--- src/dpts_pkg.sv ---
// Shared types, widths and constants for the top-k inner product search block.
// No dependencies; every other file but dpts_chan_if imports this package.
`timescale 1ns / 1ps

package dpts_pkg;

  localparam int ELEM_W  = 16;
  localparam int PROD_W  = 32;
  localparam int SCORE_W = 40;
  localparam int ROW_W   = 16;
  localparam int DIM_W   = 9;
  localparam int KEEP_W  = 6;

  localparam int MAX_DIM_DEF  = 256;
  localparam int MAX_KEEP_DEF = 32;

  // configuration port
  localparam int CFG_IDX_W  = 2;
  localparam int CFG_DATA_W = 9;
  localparam logic [CFG_IDX_W-1:0] CFG_DIM_IN_USE = 2'd0;
  localparam logic [CFG_IDX_W-1:0] CFG_KEEP_COUNT = 2'd1;
  localparam logic [DIM_W-1:0]     DIM_RESET      = 9'd64;
  localparam logic [KEEP_W-1:0]    KEEP_RESET     = 6'd8;

  typedef struct packed {
    logic                      req_type;
    logic signed [ELEM_W-1:0]  elem_value;
    logic                      final_elem;
  } in_item_t;

  typedef struct packed {
    logic [ROW_W-1:0]          row_number;
    logic signed [SCORE_W-1:0] row_score;
    logic                      last_result;
  } out_item_t;

  // one entry of the ranked list
  typedef struct packed {
    logic [ROW_W-1:0]          row;
    logic signed [SCORE_W-1:0] score;
  } entry_t;

  // side info that travels with a database element through the MAC pipe
  typedef struct packed {
    logic             close;
    logic             fin;
    logic [ROW_W-1:0] row;
  } elem_tag_t;

  // finished row handed to the ranking unit
  typedef struct packed {
    logic                      valid;
    logic                      fin;
    logic [ROW_W-1:0]          row;
    logic signed [SCORE_W-1:0] score;
  } ins_req_t;

  typedef enum logic [2:0] {
    TK_IDLE,
    TK_FULL,
    TK_SHIFT,
    TK_PUT,
    TK_RPT_RD,
    TK_RPT_LD
  } topk_state_t;

endpackage

--- src/dpts_dot.sv ---
// Query memory and multiply-accumulate pipeline; emits one score per closed row.
// Depends on dpts_pkg.
`timescale 1ns / 1ps

module dpts_dot #(
  parameter int MAX_DIM = dpts_pkg::MAX_DIM_DEF
) (
  input  logic                                clk,
  input  logic                                rst_n,
  input  logic                                q_we,
  input  logic                                db_en,
  input  logic [$clog2(MAX_DIM)-1:0]          q_addr,
  input  logic signed [dpts_pkg::ELEM_W-1:0]  elem,
  input  dpts_pkg::elem_tag_t                 tag,
  output dpts_pkg::ins_req_t                  ins
);
  import dpts_pkg::*;

  logic signed [ELEM_W-1:0]  qmem [MAX_DIM];
  logic signed [ELEM_W-1:0]  q_rd_r;

  logic                      s1_v_r;
  logic signed [ELEM_W-1:0]  s1_val_r;
  elem_tag_t                 s1_tag_r;

  logic                      s2_v_r;
  logic signed [PROD_W-1:0]  s2_prod_r;
  elem_tag_t                 s2_tag_r;

  logic signed [SCORE_W-1:0] acc_r;
  logic signed [SCORE_W-1:0] sum;
  logic                      ins_v_r;
  logic                      ins_fin_r;
  logic [ROW_W-1:0]          ins_row_r;
  logic signed [SCORE_W-1:0] ins_score_r;

  // query store: one write or one read per cycle
  always_ff @(posedge clk) begin
    if (q_we) begin
      qmem[q_addr] <= elem;
    end
    if (db_en) begin
      q_rd_r <= qmem[q_addr];
    end
  end

  always_ff @(posedge clk) begin
    s1_val_r  <= elem;
    s1_tag_r  <= tag;
    s2_prod_r <= q_rd_r * s1_val_r;
    s2_tag_r  <= s1_tag_r;
  end

  assign sum = acc_r + {{(SCORE_W-PROD_W){s2_prod_r[PROD_W-1]}}, s2_prod_r};

  always_ff @(posedge clk) begin
    if (!rst_n) begin
      s1_v_r  <= 1'b0;
      s2_v_r  <= 1'b0;
      acc_r   <= '0;
      ins_v_r <= 1'b0;
    end else begin
      s1_v_r  <= db_en;
      s2_v_r  <= s1_v_r;
      ins_v_r <= s2_v_r && s2_tag_r.close;
      if (s2_v_r) begin
        acc_r <= s2_tag_r.close ? '0 : sum;
      end
    end
  end

  always_ff @(posedge clk) begin
    ins_fin_r   <= s2_tag_r.fin;
    ins_row_r   <= s2_tag_r.row;
    ins_score_r <= sum;
  end

  assign ins = '{valid: ins_v_r, fin: ins_fin_r, row: ins_row_r, score: ins_score_r};

endmodule

--- config.mk ---
export PLATFORM = sky130hd
export DESIGN_NAME = dpts_dot
export DESIGN_NICKNAME = d
export VERILOG_FILES = /design/src/dpts_pkg.sv /design/src/dpts_dot.sv
export SDC_FILE = /design/constraint.sdc
export NUM_CORES = 2
export LEC_CHECK = 0
export BUFFER_PORTS_ARGS = -buffer_cell sky130_fd_sc_hd__buf_2
export CELL_PAD_IN_SITES_DETAIL_PLACEMENT = 1
export CELL_PAD_IN_SITES_GLOBAL_PLACEMENT = 2
export CORE_MARGIN = 5
export CORE_UTILIZATION = 55
export CTS_BUF_LIST = sky130_fd_sc_hd__clkbuf_4 sky130_fd_sc_hd__clkbuf_8
export DETAILED_ROUTE_END_ITERATION = 10
export PLACE_DENSITY = 0.91
export SKIP_CTS_REPAIR_TIMING = 1
export SYNTH_ARGS = -nofsm -noshare
export SYNTH_HDL_FRONTEND = slang
export SYNTH_SLANG_ARGS = --single-unit
--- constraint.sdc ---
create_clock -name clk -period 15.5 [get_ports clk]
set_input_delay 2.325 -clock clk [delete_from_list [all_inputs] [get_ports clk]]
set_output_delay 2.325 -clock clk [all_outputs]
set_load 0.02 [all_outputs]
### Yosys cells after proc, flatten, opt, wreduce, memory -nomap -nowiden

Memory sizes are Yosys's and may differ from the RTL's. A register that Yosys moved wholly into a read port is not among the register bits.
Index checks and enable logic that the tools add are counted.

| storage, ports and cells | value |
|---|---|
| register bits after elaboration | 184 |
| memory bits (writable) | 4096 |
| input port bits | 46 |
| logic and storage cells | 22 |
| memories | 1 |

Memory list:

| memory | words | bits a word | rd ports | clocked after Yosys merged registers in | write ports | line | source |
|---|---|---|---|---|---|---|---|
| qmem | 256 | 16 | 1 | 1 | 1 | dpts_dot.sv:19 | `logic signed [ELEM_W-1:0] qmem [MAX_DIM];` |

| operators by class | value |
|---|---|
| add/subtract/negate cells | 1 |
| $mul | 1 |
| mux-type cells | 3 |
| reduce and logical (&&, ||, !) cells | 1 |

Operators with widths:

| cell | count |
|---|---|
| $add A40 B40 Y40 | 1 |
| $mux W40 | 1 |
| $mul A16 B16 Y32 | 1 |
| $mux W1 | 2 |
| $logic_and A1 B1 Y1 | 1 |

### Depth between registers and ports, before layout

| logic depth | value |
|---|---|
| word-level depth | 2 |
| gate-level depth with buffers | 25 |
| mapped depth without buffers | 23 |

### Worst setup path before layout

No wires, ideal clock.

| path | value |
|---|---|
| kind | register -> register |
| start point | register q_rd_r[15] (read register of qmem) |
| end point | register s2_prod_r[31] |
| setup time | 0.072 ns |
| data arrival time | 5.953 ns |
| required time | 15.428 ns |
| slack | 9.475 ns |
| stages on the path, launching flop included | 23 |
| cells stage by stage | edfxtp_1 clkbuf_1 nand2_1 inv_1 fa_1 fa_1 fa_1 fa_1 fa_1 inv_1 fa_1 inv_1 ha_1 and4_1 nor2b_1 a21oi_1 o21ai_0 a2bb2oi_1 a211oi_1 nand3b_1 a31o_2 a21oi_1 xnor2_1 |

| between the ends | value |
|---|---|
| word-level cells in the longest chain between the ends | 1 |

Ends and longest elaborated chain:

| item | line | source |
|---|---|---|
| start: declaration | dpts_dot.sv:20 | `logic signed [ELEM_W-1:0] q_rd_r;` |
| $mul A16 B16 Y32 | dpts_dot.sv:50 | `s2_prod_r <= q_rd_r * s1_val_r;` |
| end signal: assignment | dpts_dot.sv:50 |  |
| end: declaration | dpts_dot.sv:27 | `logic signed [PROD_W-1:0] s2_prod_r;` |

Every way passes these cells.
A chain may end at the register's enable or synchronous reset.

### Worst setup path in the final report

| path | value |
|---|---|
| start point | register q_rd_r[11] (read register of qmem) |
| end point | register s2_prod_r[30] |

Same word-level chain as after synthesis.

==> impl_metrics.toml <==
[die]
die_h_um = 571.2
placementRows = 206
dieArea_um2 = 326300
io-pin-count = 104
core_area_um2 = 314200
die_x_um = 571.2
start_util = 0.5513

[clock_network]
path_clk_slew_ns = 0.07
clockBufferDepth = 4
cts_tree = "built"
cts_sinks = 4296
h-tree-depth = 6
clkLatencyLatePin_ns = 1.30
numCtsBuffers = 669
cts_root_buf = "clkbuf_8"

[yosys]
synth_compound_area_frac = 0.01102
synth_mux_area_frac = 0.1721
synth_edf_count = 4112
synth_seq_cells = 4296
synth-simple-area-share = 0.02232
synth-xor-area-share = 0.003438
synthArstFlopShare = 0
ys_types = 63
syn_area_per_cell_um2 = 21.87
yosysWarnings = 0
synth_top_family_by_area = "multiplexers"
netlist_area_um2 = 173200
synth-seq-area-share = 0.7341
synthAdderAreaFrac = 0.03914
synth_ff_type = "edfxtp_1"
synth_cells = 7919
synth_fp_nets = 8349

[global_routing]
track_usage = 0.3272
grt_pass1_wl_um = 752600
grt_pass1_vias = 96840
grt_max_degree = 175
grt_overflow_total = 0
antenna_found_initial = 35

[worst_setup_path]
critical_path.max_fanout = 17
cp_data_required_time_ns = 16.57
crit_arrival_ns = 8.32
crit_type = "flip-flop to flip-flop"
critPathCaptureType = "flip-flop"
cp-start-kind = "flip-flop"

[routing]
drtIter0Drc = 15500
wirelength_um = 529700
ant_nets = 1
dr.pass1.iters = 6
wl_per_cell_um = 39.64
vias_per_cell = 6.942
vias = 92770
route.detailed.drc = 0

[sta]
max_slew.worst_pin.slew_ns = 1.616
whs_ns = 0.3248
hold_viol = 0
setup_viol = 0
maxSlewHeadroom = -0.07742
timing.final.crit_share = 0.4681
setup-tns-final_ns = 0
slew_viol_final = 96
finalClockSkew_ns = 0.1181
fin_crit_ns = 7.256
rsz0062_at_grt = "false"
fmax_ghz = 0.1378

[layout]
area_growth_pct = 11.50
final_cell_mix = "4,112 x edfxtp_1, 1,314 x mux4_2, 694 x clkbuf_8"
drive_above_1_share = 0.3148
post_layout_nonfiller_instances = 13360
layout_commonest_cell = "edfxtp_1"
fin_util = 0.6147
layout.nets = 9074

[status]
violations = "antenna rules, capacitance limit, slew limit"
status = "finished, violations left"

[placed_design]
gp_congestion = 0.8297
post-dp-hpwl_um = 279300
placed_cells = 12130
numPortBuffers = 103

[power]
leakagePower_nw = 63.03
p_per_area_nw_per_um2 = 154.7
vdd_drop_max_mv = 0.2899

[job]
maxCapViolCount = 2

[worst_hold_path]
min_path_type = "flip-flop to flip-flop"
area by class of cell:
type                       instances  area [um2]
fill                           25770      121100
sequential                      4296      127200
clock inverter                   342        2107
timing repair buffer             459        3491
inverter                         314        1179
tap                             4160        5205
antenna                           26       65.06
clock buffer                     863       10720
multi-input combinational       2904       43200
registers in the layout, indices dropped and copies added, names as in the netlist:
name	count
acc_r	40
ins_fin_r	1
ins_row_r	16
ins_score_r	40
ins_v_r	1
q_rd_r	16
qmem	4096
s1_tag_r	18
s1_v_r	1
s1_val_r	16
s2_prod_r	32
s2_tag_r	18
s2_v_r	1
through the flow:
stage	cell area [um2]	power [W]	worst slack, ns
floorplan	173200	0.01841	9.475
global placement	180200	0.02025	7.370
detailed placement	180200	0.02050	7.321
CTS	193100	0.03008	8.419
global route	193100	0.03153	8.124
finish	193100	0.02988	8.244
critical path, cell delays in order, from the launching register on:
cell      delay [ns]
edfxtp_1        1.19
nand2_1         0.28
fa_1            0.58
fa_1            0.50
fa_1            0.58
inv_1           0.07
fa_1            0.44
fa_1            0.51
inv_1           0.05
fa_1            0.47
inv_1           0.04
ha_1            0.35
a21o_1          0.21
a21o_1          0.17
a21o_1          0.19
a32oi_1         0.17
o21ai_0         0.24
a21oi_1         0.30
o21ai_0         0.17
a21oi_1         0.25
o21ai_0         0.13
xor2_1          0.15
where the power goes:
part	total, W	internal (W)	switching (W)
Clock	0.00965	0.00475	0.00490
Sequential	0.0131	0.0130	0.000120
Combinational	0.00716	0.00301	0.00415
Total	0.0299	0.0207	0.00917
layer usage:
layer  wire length (um)  up-vias  track usage  part of all wire
li1                   -    33930            -                 -
met1             173300    48260       0.4179              0.33
met2             256400     8787       0.5232              0.48
met3              67570     1786      0.09006              0.13
met4              32340       16       0.1630             0.061
met5                161        -            0           0.00030
synthesized netlist by cell type (4+ instances only):
library cell	number	area (um2)
o21bai_1	11	82.58
clkbuf_1	222	833.3
nand3b_1	4	30.03
a32o_1	5	50.05
nand3_1	43	215.2
edfxtp_1	4112	123500
buf_1	39	146.4
a211oi_1	10	75.07
dfxtp_1	184	3684
nor2b_1	62	387.9
a21oi_1	69	345.3
or2_2	5	31.28
nor3_1	21	105.1
a32oi_1	6	52.55
o221ai_1	4	35.03
o22ai_1	6	37.54
buf_4	23	172.7
mux4_2	1314	29590
a22oi_1	37	277.8
o21ai_0	36	180.2
o211ai_1	8	60.06
fa_1	263	5265
ha_1	121	1514
nand2b_1	13	81.33
o21a_1	6	45.04
nand4_1	14	87.58
and3_1	16	100.1
mux2_2	7	78.83
a31oi_1	17	106.4
xor2_1	14	122.6
buf_2	97	485.5
xnor2_1	54	473.0
buf_6	24	270.3
inv_1	314	1179
o21ai_1	8	40.04
nand2_1	198	743.2
and2_1	135	844.6
a21boi_0	5	37.54
nor2_1	311	1167
a21o_1	23	172.7
mux2i_1	14	140.1
kinds of logic (layout without fill, tap and decap cells):
family,after synthesis,in the layout
AND/OR/NAND/NOR,832,832
flip-flops,4296,4296
multiplexers,1335,1335
AO/OA/AOI/OAI,285,285
XOR/XNOR,68,68
buffers and inverters,719,1978
adder cells (fa/ha/maj),384,384
other,0,26
worst paths after layout:
path | cells after the start | slack (ns) | from | to
max | 21 | 8.24 | q_rd_r[11] | s2_prod_r[30]
min | 0 | 0.32 | s2_tag_r[5] | ins_row_r[5]
max reg2reg | 21 | 8.24 | q_rd_r[11] | s2_prod_r[30]
min reg2reg | 0 | 0.32 | s2_tag_r[5] | ins_row_r[5]
Note: power is estimated with default switching activity, not from simulation.
