## src/dpts_pkg.sv

```systemverilog
// Shared types, widths and constants for the top-k inner product search block.
// No dependencies; every other file but dpts_chan_if imports this package.
`timescale 1ns / 1ps

package dpts_pkg;

  localparam int ELEM_W  = 16;
  localparam int PROD_W  = 32;
  localparam int SCORE_W = 40;
  localparam int ROW_W   = 16;
  localparam int DIM_W   = 9;
  localparam int KEEP_W  = 6;

  localparam int MAX_DIM_DEF  = 256;
  localparam int MAX_KEEP_DEF = 32;

  // configuration port
  localparam int CFG_IDX_W  = 2;
  localparam int CFG_DATA_W = 9;
  localparam logic [CFG_IDX_W-1:0] CFG_DIM_IN_USE = 2'd0;
  localparam logic [CFG_IDX_W-1:0] CFG_KEEP_COUNT = 2'd1;
  localparam logic [DIM_W-1:0]     DIM_RESET      = 9'd64;
  localparam logic [KEEP_W-1:0]    KEEP_RESET     = 6'd8;

  typedef struct packed {
    logic                      req_type;
    logic signed [ELEM_W-1:0]  elem_value;
    logic                      final_elem;
  } in_item_t;

  typedef struct packed {
    logic [ROW_W-1:0]          row_number;
    logic signed [SCORE_W-1:0] row_score;
    logic                      last_result;
  } out_item_t;

  // one entry of the ranked list
  typedef struct packed {
    logic [ROW_W-1:0]          row;
    logic signed [SCORE_W-1:0] score;
  } entry_t;

  // side info that travels with a database element through the MAC pipe
  typedef struct packed {
    logic             close;
    logic             fin;
    logic [ROW_W-1:0] row;
  } elem_tag_t;

  // finished row handed to the ranking unit
  typedef struct packed {
    logic                      valid;
    logic                      fin;
    logic [ROW_W-1:0]          row;
    logic signed [SCORE_W-1:0] score;
  } ins_req_t;

  typedef enum logic [2:0] {
    TK_IDLE,
    TK_FULL,
    TK_SHIFT,
    TK_PUT,
    TK_RPT_RD,
    TK_RPT_LD
  } topk_state_t;

endpackage

```

## src/dpts_chan_if.sv

```systemverilog
// Valid/ready channel carrying one item of a given payload type.
// No dependencies.
`timescale 1ns / 1ps

interface dpts_chan_if #(parameter type payload_t = logic);
  logic     valid;
  logic     ready;
  payload_t payload;

  modport source (output valid, output payload, input ready);
  modport sink   (input valid, input payload, output ready);
endinterface

```

## src/dpts_topk.sv

```systemverilog
// Ranked list memory with tail-first sorted insertion and the result reader.
// Depends on dpts_pkg and dpts_chan_if.
`timescale 1ns / 1ps

module dpts_topk #(
  parameter int MAX_KEEP = dpts_pkg::MAX_KEEP_DEF
) (
  input  logic                           clk,
  input  logic                           rst_n,
  input  logic [$clog2(MAX_KEEP+1)-1:0]  keep,
  input  dpts_pkg::ins_req_t             ins,
  dpts_chan_if.source                    out_ch,
  output logic                           done
);
  import dpts_pkg::*;

  localparam int KW  = (MAX_KEEP > 1) ? $clog2(MAX_KEEP) : 1;
  localparam int KCW = $clog2(MAX_KEEP+1);

  entry_t          lmem [MAX_KEEP];
  entry_t          rd_r;
  logic            mem_we, mem_re;
  logic [KW-1:0]   mem_wa, mem_ra;
  entry_t          mem_wd;

  topk_state_t     state_r, state_nxt;
  logic [KCW-1:0]  fill_r, fill_nxt;
  logic [KCW-1:0]  n_r, n_nxt;
  logic [KW-1:0]   j_r, j_nxt;
  logic [KW-1:0]   k_r, k_nxt;
  entry_t          new_r, new_nxt;
  logic            fin_r, fin_nxt;
  out_item_t       out_r;
  logic            out_valid_r;
  logic            out_load;

  logic [KCW-1:0]  n_cur;
  logic            full_now;
  logic            ge;
  logic [KW-1:0]   keep_last;
  logic            last_res;
  logic            slot_free;

  assign n_cur     = (fill_r < keep) ? fill_r : keep;
  assign full_now  = (n_cur == keep);
  assign ge        = $signed(rd_r.score) >= $signed(new_r.score);
  assign keep_last = KW'(keep - KCW'(1));
  assign last_res  = ((KCW'(k_r) + KCW'(1)) == n_r);
  assign slot_free = !out_valid_r || out_ch.ready;

  always_ff @(posedge clk) begin
    if (mem_we) begin
      lmem[mem_wa] <= mem_wd;
    end
    if (mem_re) begin
      rd_r <= lmem[mem_ra];
    end
  end

  // next state
  always_comb begin
    state_nxt = state_r;
    unique case (state_r)
      TK_IDLE: begin
        if (ins.valid) begin
          if (full_now)          state_nxt = TK_FULL;
          else if (n_cur == '0)  state_nxt = ins.fin ? TK_RPT_RD : TK_IDLE;
          else                   state_nxt = TK_SHIFT;
        end
      end
      TK_FULL: begin
        if (ge || keep_last == '0) state_nxt = fin_r ? TK_RPT_RD : TK_IDLE;
        else                       state_nxt = TK_SHIFT;
      end
      TK_SHIFT: begin
        if (!ge) state_nxt = (j_r == KW'(1)) ? TK_PUT : TK_SHIFT;
        else     state_nxt = fin_r ? TK_RPT_RD : TK_IDLE;
      end
      TK_PUT:    state_nxt = fin_r ? TK_RPT_RD : TK_IDLE;
      TK_RPT_RD: state_nxt = slot_free ? TK_RPT_LD : TK_RPT_RD;
      TK_RPT_LD: state_nxt = last_res ? TK_IDLE : TK_RPT_RD;
      default:   state_nxt = TK_IDLE;
    endcase
  end

  // memory control and datapath
  always_comb begin
    mem_we   = 1'b0;
    mem_wa   = '0;
    mem_wd   = new_r;
    mem_re   = 1'b0;
    mem_ra   = '0;
    fill_nxt = fill_r;
    n_nxt    = n_r;
    j_nxt    = j_r;
    k_nxt    = k_r;
    new_nxt  = new_r;
    fin_nxt  = fin_r;
    done     = 1'b0;
    out_load = 1'b0;
    unique case (state_r)
      TK_IDLE: begin
        if (ins.valid) begin
          new_nxt = '{row: ins.row, score: ins.score};
          fin_nxt = ins.fin;
          k_nxt   = '0;
          if (full_now) begin
            mem_re = 1'b1;
            mem_ra = keep_last;
            n_nxt  = keep;
          end else if (n_cur == '0) begin
            // empty list: new row lands in slot 0 at once
            mem_we   = 1'b1;
            mem_wd   = '{row: ins.row, score: ins.score};
            n_nxt    = KCW'(1);
            fill_nxt = KCW'(1);
            done     = !ins.fin;
          end else begin
            mem_re = 1'b1;
            mem_ra = KW'(n_cur - KCW'(1));
            j_nxt  = KW'(n_cur);
            n_nxt  = n_cur + KCW'(1);
          end
        end
      end
      TK_FULL: begin
        if (ge) begin
          // list full and new score no better than the tail: dropped
          fill_nxt = n_r;
          done     = !fin_r;
        end else if (keep_last == '0) begin
          mem_we   = 1'b1;
          fill_nxt = n_r;
          done     = !fin_r;
        end else begin
          mem_re = 1'b1;
          mem_ra = keep_last - KW'(1);
          j_nxt  = keep_last;
        end
      end
      TK_SHIFT: begin
        mem_we = 1'b1;
        mem_wa = j_r;
        if (!ge) begin
          mem_wd = rd_r;
          j_nxt  = j_r - KW'(1);
          if (j_r != KW'(1)) begin
            mem_re = 1'b1;
            mem_ra = j_r - KW'(2);
          end
        end else begin
          fill_nxt = n_r;
          done     = !fin_r;
        end
      end
      TK_PUT: begin
        mem_we   = 1'b1;
        fill_nxt = n_r;
        done     = !fin_r;
      end
      TK_RPT_RD: begin
        if (slot_free) begin
          mem_re = 1'b1;
          mem_ra = k_r;
        end
      end
      TK_RPT_LD: begin
        out_load = 1'b1;
        if (last_res) begin
          fill_nxt = '0;
          done     = 1'b1;
        end else begin
          k_nxt = k_r + KW'(1);
        end
      end
      default: ;
    endcase
  end

  always_ff @(posedge clk) begin
    if (!rst_n) begin
      state_r     <= TK_IDLE;
      fill_r      <= '0;
      out_valid_r <= 1'b0;
    end else begin
      state_r <= state_nxt;
      fill_r  <= fill_nxt;
      if (out_load)          out_valid_r <= 1'b1;
      else if (out_ch.ready) out_valid_r <= 1'b0;
    end
  end

  always_ff @(posedge clk) begin
    n_r     <= n_nxt;
    j_r     <= j_nxt;
    k_r     <= k_nxt;
    new_r   <= new_nxt;
    fin_r   <= fin_nxt;
    if (out_load) begin
      out_r <= '{row_number: rd_r.row, row_score: rd_r.score, last_result: last_res};
    end
  end

  assign out_ch.valid   = out_valid_r;
  assign out_ch.payload = out_r;

endmodule

```

## src/flat_wrapper.sv

```systemverilog
// flat-port wrapper written by rule: the top's interface ports become plain ports
module dpts_topk_flat import dpts_pkg::*;
#(
  parameter int MAX_KEEP = dpts_pkg::MAX_KEEP_DEF
)
  (clk, rst_n, keep, ins, done, out_ch_valid, out_ch_payload, out_ch_ready);
  dpts_chan_if out_ch_i ();
  input  logic clk;
  input  logic rst_n;
  input  logic [$clog2(MAX_KEEP+1)-1:0] keep;
  input  dpts_pkg::ins_req_t ins;
  output logic done;
  output wire logic [$bits(out_ch_i.valid)-1:0] out_ch_valid;
  output wire logic [$bits(out_ch_i.payload)-1:0] out_ch_payload;
  input wire logic [$bits(out_ch_i.ready)-1:0] out_ch_ready;
  assign out_ch_valid = out_ch_i.valid;
  assign out_ch_payload = out_ch_i.payload;
  assign out_ch_i.ready = out_ch_ready;
  dpts_topk #(.MAX_KEEP(MAX_KEEP)) u_core (.clk(clk), .rst_n(rst_n), .keep(keep), .ins(ins), .out_ch(out_ch_i), .done(done));
endmodule
```

## config.mk

```make
export PLATFORM = sky130hd
export DESIGN_NAME = dpts_topk_flat
export DESIGN_NICKNAME = d
export VERILOG_FILES = /design/src/dpts_pkg.sv /design/src/dpts_chan_if.sv /design/src/dpts_topk.sv /design/src/flat_wrapper.sv
export SDC_FILE = /design/constraint.sdc
export NUM_CORES = 2
export LEC_CHECK = 0
export BUFFER_PORTS_ARGS = -buffer_cell sky130_fd_sc_hd__buf_4
export CAP_MARGIN = 20
export CORE_UTILIZATION = 55
export DETAILED_ROUTE_END_ITERATION = 16
export PLACE_DENSITY = 0.71
export SYNTH_ARGS = -nofsm -noshare
export SYNTH_HDL_FRONTEND = slang
export SYNTH_SLANG_ARGS = --single-unit
export TNS_END_PERCENT = 50
```

## constraint.sdc

```tcl
create_clock -name clk -period 9 [get_ports clk]
set_clock_uncertainty 0.2 [all_clocks]
set_input_delay 1.8 -clock clk [delete_from_list [all_inputs] [get_ports clk]]
set_output_delay 1.8 -clock clk [all_outputs]
set_load 0.1 [all_outputs]
```

# Word-level counts from Yosys, hierarchy flattened

Memory sizes are Yosys's and may differ from the RTL's. A register that Yosys moved wholly into a read port is not among the register bits.
Index checks and enable logic that the tools add are counted.

Output and inout bits: 3
Memory bits (writable): 1792
Logic and storage cells: 133
Memories: 1
Register bits: 84

Memories:

| memory      | depth | width | rd ports | clocked after Yosys merged registers in | wr ports | line            | RTL |
|---|---|---|---|---|---|---|---|
| u_core.lmem | 32    | 56    | 1        | 1                                       | 1        | dpts_topk.sv:20 | `entry_t lmem [MAX_KEEP];` |

Muxes and demuxes: 75
Reductions and logical operators: 17
$add $sub $neg: 8
Magnitude comparators: 2
Equal/unequal tests: 20

Operators with widths:

| operator                                               | number |
|---|---|
| 2-to-1 mux 56 bit                                      | 4 |
| case mux 56 bit (2 select lines)                       | 1 |
| 2-to-1 mux 5 bit                                       | 17 |
| 2-to-1 mux 6 bit                                       | 10 |
| greater-or-equal comparator 40 bit                     | 1 |
| case mux 6 bit (5 select lines)                        | 1 |
| 2-to-1 mux 1 bit                                       | 27 |
| 2-to-1 mux 3 bit                                       | 8 |
| case mux 5 bit (4 select lines)                        | 1 |
| subtractor 5 x 1 -> 5 bit (second input constant)      | 4 |
| case mux 3 bit (6 select lines)                        | 1 |
| case mux 5 bit (3 select lines)                        | 1 |
| inequality test 2 bit (second input constant)          | 7 |
| AND reduction 7 bit                                    | 2 |
| == test 6 bit                                          | 2 |
| case mux 5 bit (2 select lines)                        | 1 |
| adder 5 x 1 -> 6 bit (second input constant)           | 1 |
| adder 6 x 1 -> 6 bit (second input constant)           | 1 |
| == test 3 x 2 -> 1 bit (second input constant)         | 2 |
| == test 3 bit (second input constant)                  | 2 |
| zero test 6 bit                                        | 1 |
| less-than comparator 6 bit                             | 1 |
| inequality test 2 x 1 -> 1 bit (second input constant) | 3 |
| adder 5 x 1 -> 5 bit (second input constant)           | 1 |
| 18 further kinds                                       | 22 |

# Depth between registers and ports, before layout

Depth in word-level cells: 9
Mapped depth: 24

# Worst setup path after synthesis

No wires, ideal clock.

Path kind: input -> output
From: in keep[2]
To: out done
Required time: 7.000 ns
Buffers on the path: 1
Setup slack: 1.044 ns
Arrival time: 5.956 ns
Cell stages on the path: 15
Path through: buf_2 > inv_1 > ha_1 > a21o_1 > a21oi_1 > o21ai_1 > a21oi_2 > nor2_1 > a21oi_1 > ha_1 > nor3b_1 > nand2_1 > nor3_1 > a221oi_1 > a21oi_1

Word-level cells in the longest chain between the ends: 7

Ends and longest elaborated chain:

| item                                | line               | RTL |
|---|---|---|
| start, declared                     | flat_wrapper.sv:10 | `input logic [$clog2(MAX_KEEP+1)-1:0] keep;` |
| less-than comparator 6 bit          | dpts_topk.sv:44    | `assign n_cur = (fill_r < keep) ? fill_r : keep;` |
| 2-to-1 mux 6 bit                    | dpts_topk.sv:44    |  |
| zero test 6 bit                     | dpts_topk.sv:111   | `end else if (n_cur == '0) begin` |
| 2-to-1 mux 1 bit                    | dpts_topk.sv:111   |  |
| 2-to-1 mux 1 bit                    | dpts_topk.sv:107   | `if (full_now) begin` |
| 2-to-1 mux 1 bit                    | dpts_topk.sv:103   | `if (ins.valid) begin` |
| case mux 1 bit (5 select lines) (*) | dpts_topk.sv:101   | `unique case (state_r)` |
| end, declared                       | flat_wrapper.sv:12 | `output logic done;` |

Every way passes the cells marked *; elsewhere a longest branch is shown, timed or not.

# Final worst setup path

From: in keep[3]
To: reg u_core.rd_r[25] (netlist name)

Word-level cells in the longest chain between the ends: 7

Ends and longest elaborated chain:

| item                                                                               | line |
|---|---|
| less-than comparator 6 bit                                                         | dpts_topk.sv:44 |
| 2-to-1 mux 6 bit                                                                   | dpts_topk.sv:44 |
| subtractor 5 x 1 -> 5 bit or zero test 6 bit (tied branches)                       | dpts_topk.sv:120, dpts_topk.sv:111 |
| 2-to-1 mux 5 bit or 2-to-1 mux 1 bit (tied branches)                               | dpts_topk.sv:111 |
| 2-to-1 mux 5 bit or 2-to-1 mux 1 bit (tied branches)                               | dpts_topk.sv:107 |
| 2-to-1 mux 5 bit or 2-to-1 mux 1 bit (tied branches)                               | dpts_topk.sv:103 |
| case mux 5 bit (4 select lines) or case mux 1 bit (4 select lines) (tied branches) | dpts_topk.sv:101 |

Several ways; a longest one is shown, not always the timed one.
A chain may end at the register's enable or synchronous reset.

==> out/metrics.cfg <==
[final_layout]
fillCellCount = 7414
final-seq-area_um2 = 41600
layout.nets = 4495
multi_input_area_um2 = 14300
final_layout_size_suffix_gt1_frac = 0.0917
syn_to_final_growth_pct = 11.5
post-route-util = 0.622

[cts]
cts.htree.levels = 4
cts_setup_buffers = 0
cts_tree = built
clkTransAtPathRegs_ps = 60
cts_num_sinks = 1388
clockBufferDepth = 3
cts-root-buf = clkbuf_16
numCtsBuffers = 139
cts_resized = 0
clock_latency_ps = 750
hold_buffers = 0

[drt]
drc = 0
num_vias = 37194
drtIter0Drc = 5118
wl_per_cell_um = 26.7
avgViaCountPerCell = 6.35
drt_wl_total_um = 157000
dr.pass1.iters = 6
antenna_left = 0

[worst_hold_path]
min_path_type = register to register

[yosys]
yosysTopAreaCellShare = 0.726
syn_inst = 4354
synth_edf_count = 1378
seq_area_frac_synth = 0.729
yosys_warnings = 0
synth_top_cells_by_count = edfxtp_1, nand2_1, nand3_1
ys_types = 82
async_flop_share = 0
ys.flop_type = edfxtp_1
ys_top_cells_by_area = edfxtp_1, nand2_1, nand3_1
netlist_area_um2 = 57000
avgSynthCellArea_um2 = 13.1
synth_top_cell_by_area = edfxtp_1
syn_nets = 4475
ys_seq_elements = 1388
yosysMostFrequentCell = edfxtp_1

[place]
port_buffers = 53
place_hpwl_um = 84000
gp_congestion = 0.876

[floorplanning]
ios = 70
die-area_um2 = 105000
core_region_area_um2 = 102000
num_rows = 117
start_util = 0.557
die_w_um = 324
die_y_um = 324

[setup_path]
critPathRequiredTime_ps = 9300
cp-end-kind = register
cp-start-kind = input pin
critPathMaxFanout = 64
worstSetupPathType = input pin to register
cp.arrival_ps = 7540

[power]
power_leakage_nw = 21.6
p_per_area_nw_per_um2 = 390
total_power_w = 0.0248
ir_worst_vdd_uv = 309

[sta]
hold_slack_ps = 320
setup_viol = 0
relSlewSlack = 0.228
setup_tns_ps = 0
tightest_slew_ps = 1160
grt_setup_unrepaired = no
maxSlewViolCount = 0
fin_crit_ps = 7240
finalHoldViolCount = 0
fin_crit_sh = 0.804
max_freq_mhz = 138

[grt]
grt_max_degree = 144
globalRouteTotalUtil = 0.299
antenna_found_initial = 9
overflow = 0
grt_pass1_wl_um = 227000
grt_pass1_vias = 35008

[run]
maxCapViolCount = 0

[outcome]
status = complete, no violations

## where the power goes
group          internal (W)  switching (W)  leakage, nW
combinational       0.00264        0.00718         6.93
clock               0.00318        0.00237         2.09
sequential          0.00917       0.000265         12.6
## kinds of logic (layout without fill, tap and decap cells)
logic type	Yosys count	after routing	share of synthesized area
adders and majority gates	54	54	0.0118
AOI/OAI and AO/OA	658	658	0.0791
DFF	1388	1388	0.729
buffers and inverters	336	464	0.0282
muxes	55	55	0.00998
xor gates and xnor gates	30	30	0.00461
other	0	10	0
and+or+nand+nor	1833	1833	0.137
## sequential cells by signal, indices dropped and copies added, names as in the netlist
name                   cells
u_core.out_ch.valid        1
u_core.rd_r               40
u_core.fin_r               1
u_core.out_ch.payload      1
u_core.j_r                 5
u_core.n_r                 6
u_core.k_r                 5
u_core.lmem             1280
u_core.fill_r              6
u_core.new_r              40
u_core.state_r             3
## layout by cell type, fill, tap and decap left out, types with 11 or more instances in the layout
master     synthesis  final
buf_4              7    131
a41oi_1           29     29
a32oi_1           30     30
inv_1             60     59
nor2_1            91     51
a21oi_1          233    231
a31oi_1           66     66
xor2_1            13     13
a221oi_1          22     22
a221o_1           12     11
o2111ai_1         30     30
clkinv_1           0     32
edfxtp_1        1378   1378
clkbuf_16          0    145
buf_12             0     15
a22oi_1          102    102
ha_1              54     54
o21ai_0           19     18
o22ai_1           25     25
and3_1            37     37
clkinv_2           0     14
a21o_1            22     22
nand4_1           40     40
clkbuf_1          76     36
mux2i_1           52     52
nor3_1            18     15
nor2_4             0     41
xnor2_1           17     17
nand2_1         1165   1164
nand3_1          432    432
## cell type report
type,count,area share
Inverter,62,0.00366
Multi-Input combinational cell,2630,0.224
Antenna cell,10,0.000393
Clock buffer,182,0.0594
Tap cell,1368,0.0269
Sequential cell,1388,0.654
Clock inverter,67,0.00868
Timing Repair Buffer,153,0.0230
## through the flow
stage	instances	setup WS [ps]	area, um^2
2_1_floorplan	4354	1040	57000
3_3_place_gp	5591	1210	59000
3_5_place_dp	5592	1110	59000
4_1_cts	5841	1850	63400
5_1_grt	5859	1380	63600
6_report	5860	1760	63600
## path summary, 6_finish.rpt
kind | startpoint | endpoint | slack (ps) | cells after the start
setup / recovery | keep[3] | u_core.rd_r[25] | 1760 | 21
hold / removal | u_core.out_ch.valid | u_core.out_ch.valid | 320 | 2
setup reg to reg | u_core.rd_r[34] | u_core.lmem[1][22] | 2440 | 13
hold reg to reg | u_core.out_ch.valid | u_core.out_ch.valid | 320 | 2
## worst max-delay path, cell delays in order
cell,delay (ps)
buf_4,130
inv_2,70
ha_1,310
a21o_1,180
a21oi_1,170
o21ai_1,150
a21oi_2,390
nor2_1,70
a21oi_1,290
ha_1,240
nor3b_1,370
and2_0,380
or3_1,170
a2111o_1,110
and3_1,270
o221a_4,930
buf_4,450
o2bb2ai_1,100
a2111oi_1,440
a21oi_1,120
a221o_1,310
## per-layer routing
layer / GRT usage / wire length (um) / up-vias
met5: 0 / 0 / -
met4: 0.117 / 5100 / 0
met3: 0.0651 / 18500 / 348
met2: 0.465 / 72900 / 2293
met1: 0.412 / 60100 / 18309
li1: - / - / 16244
No activity file was read; power rests on OpenSTA's default activity.
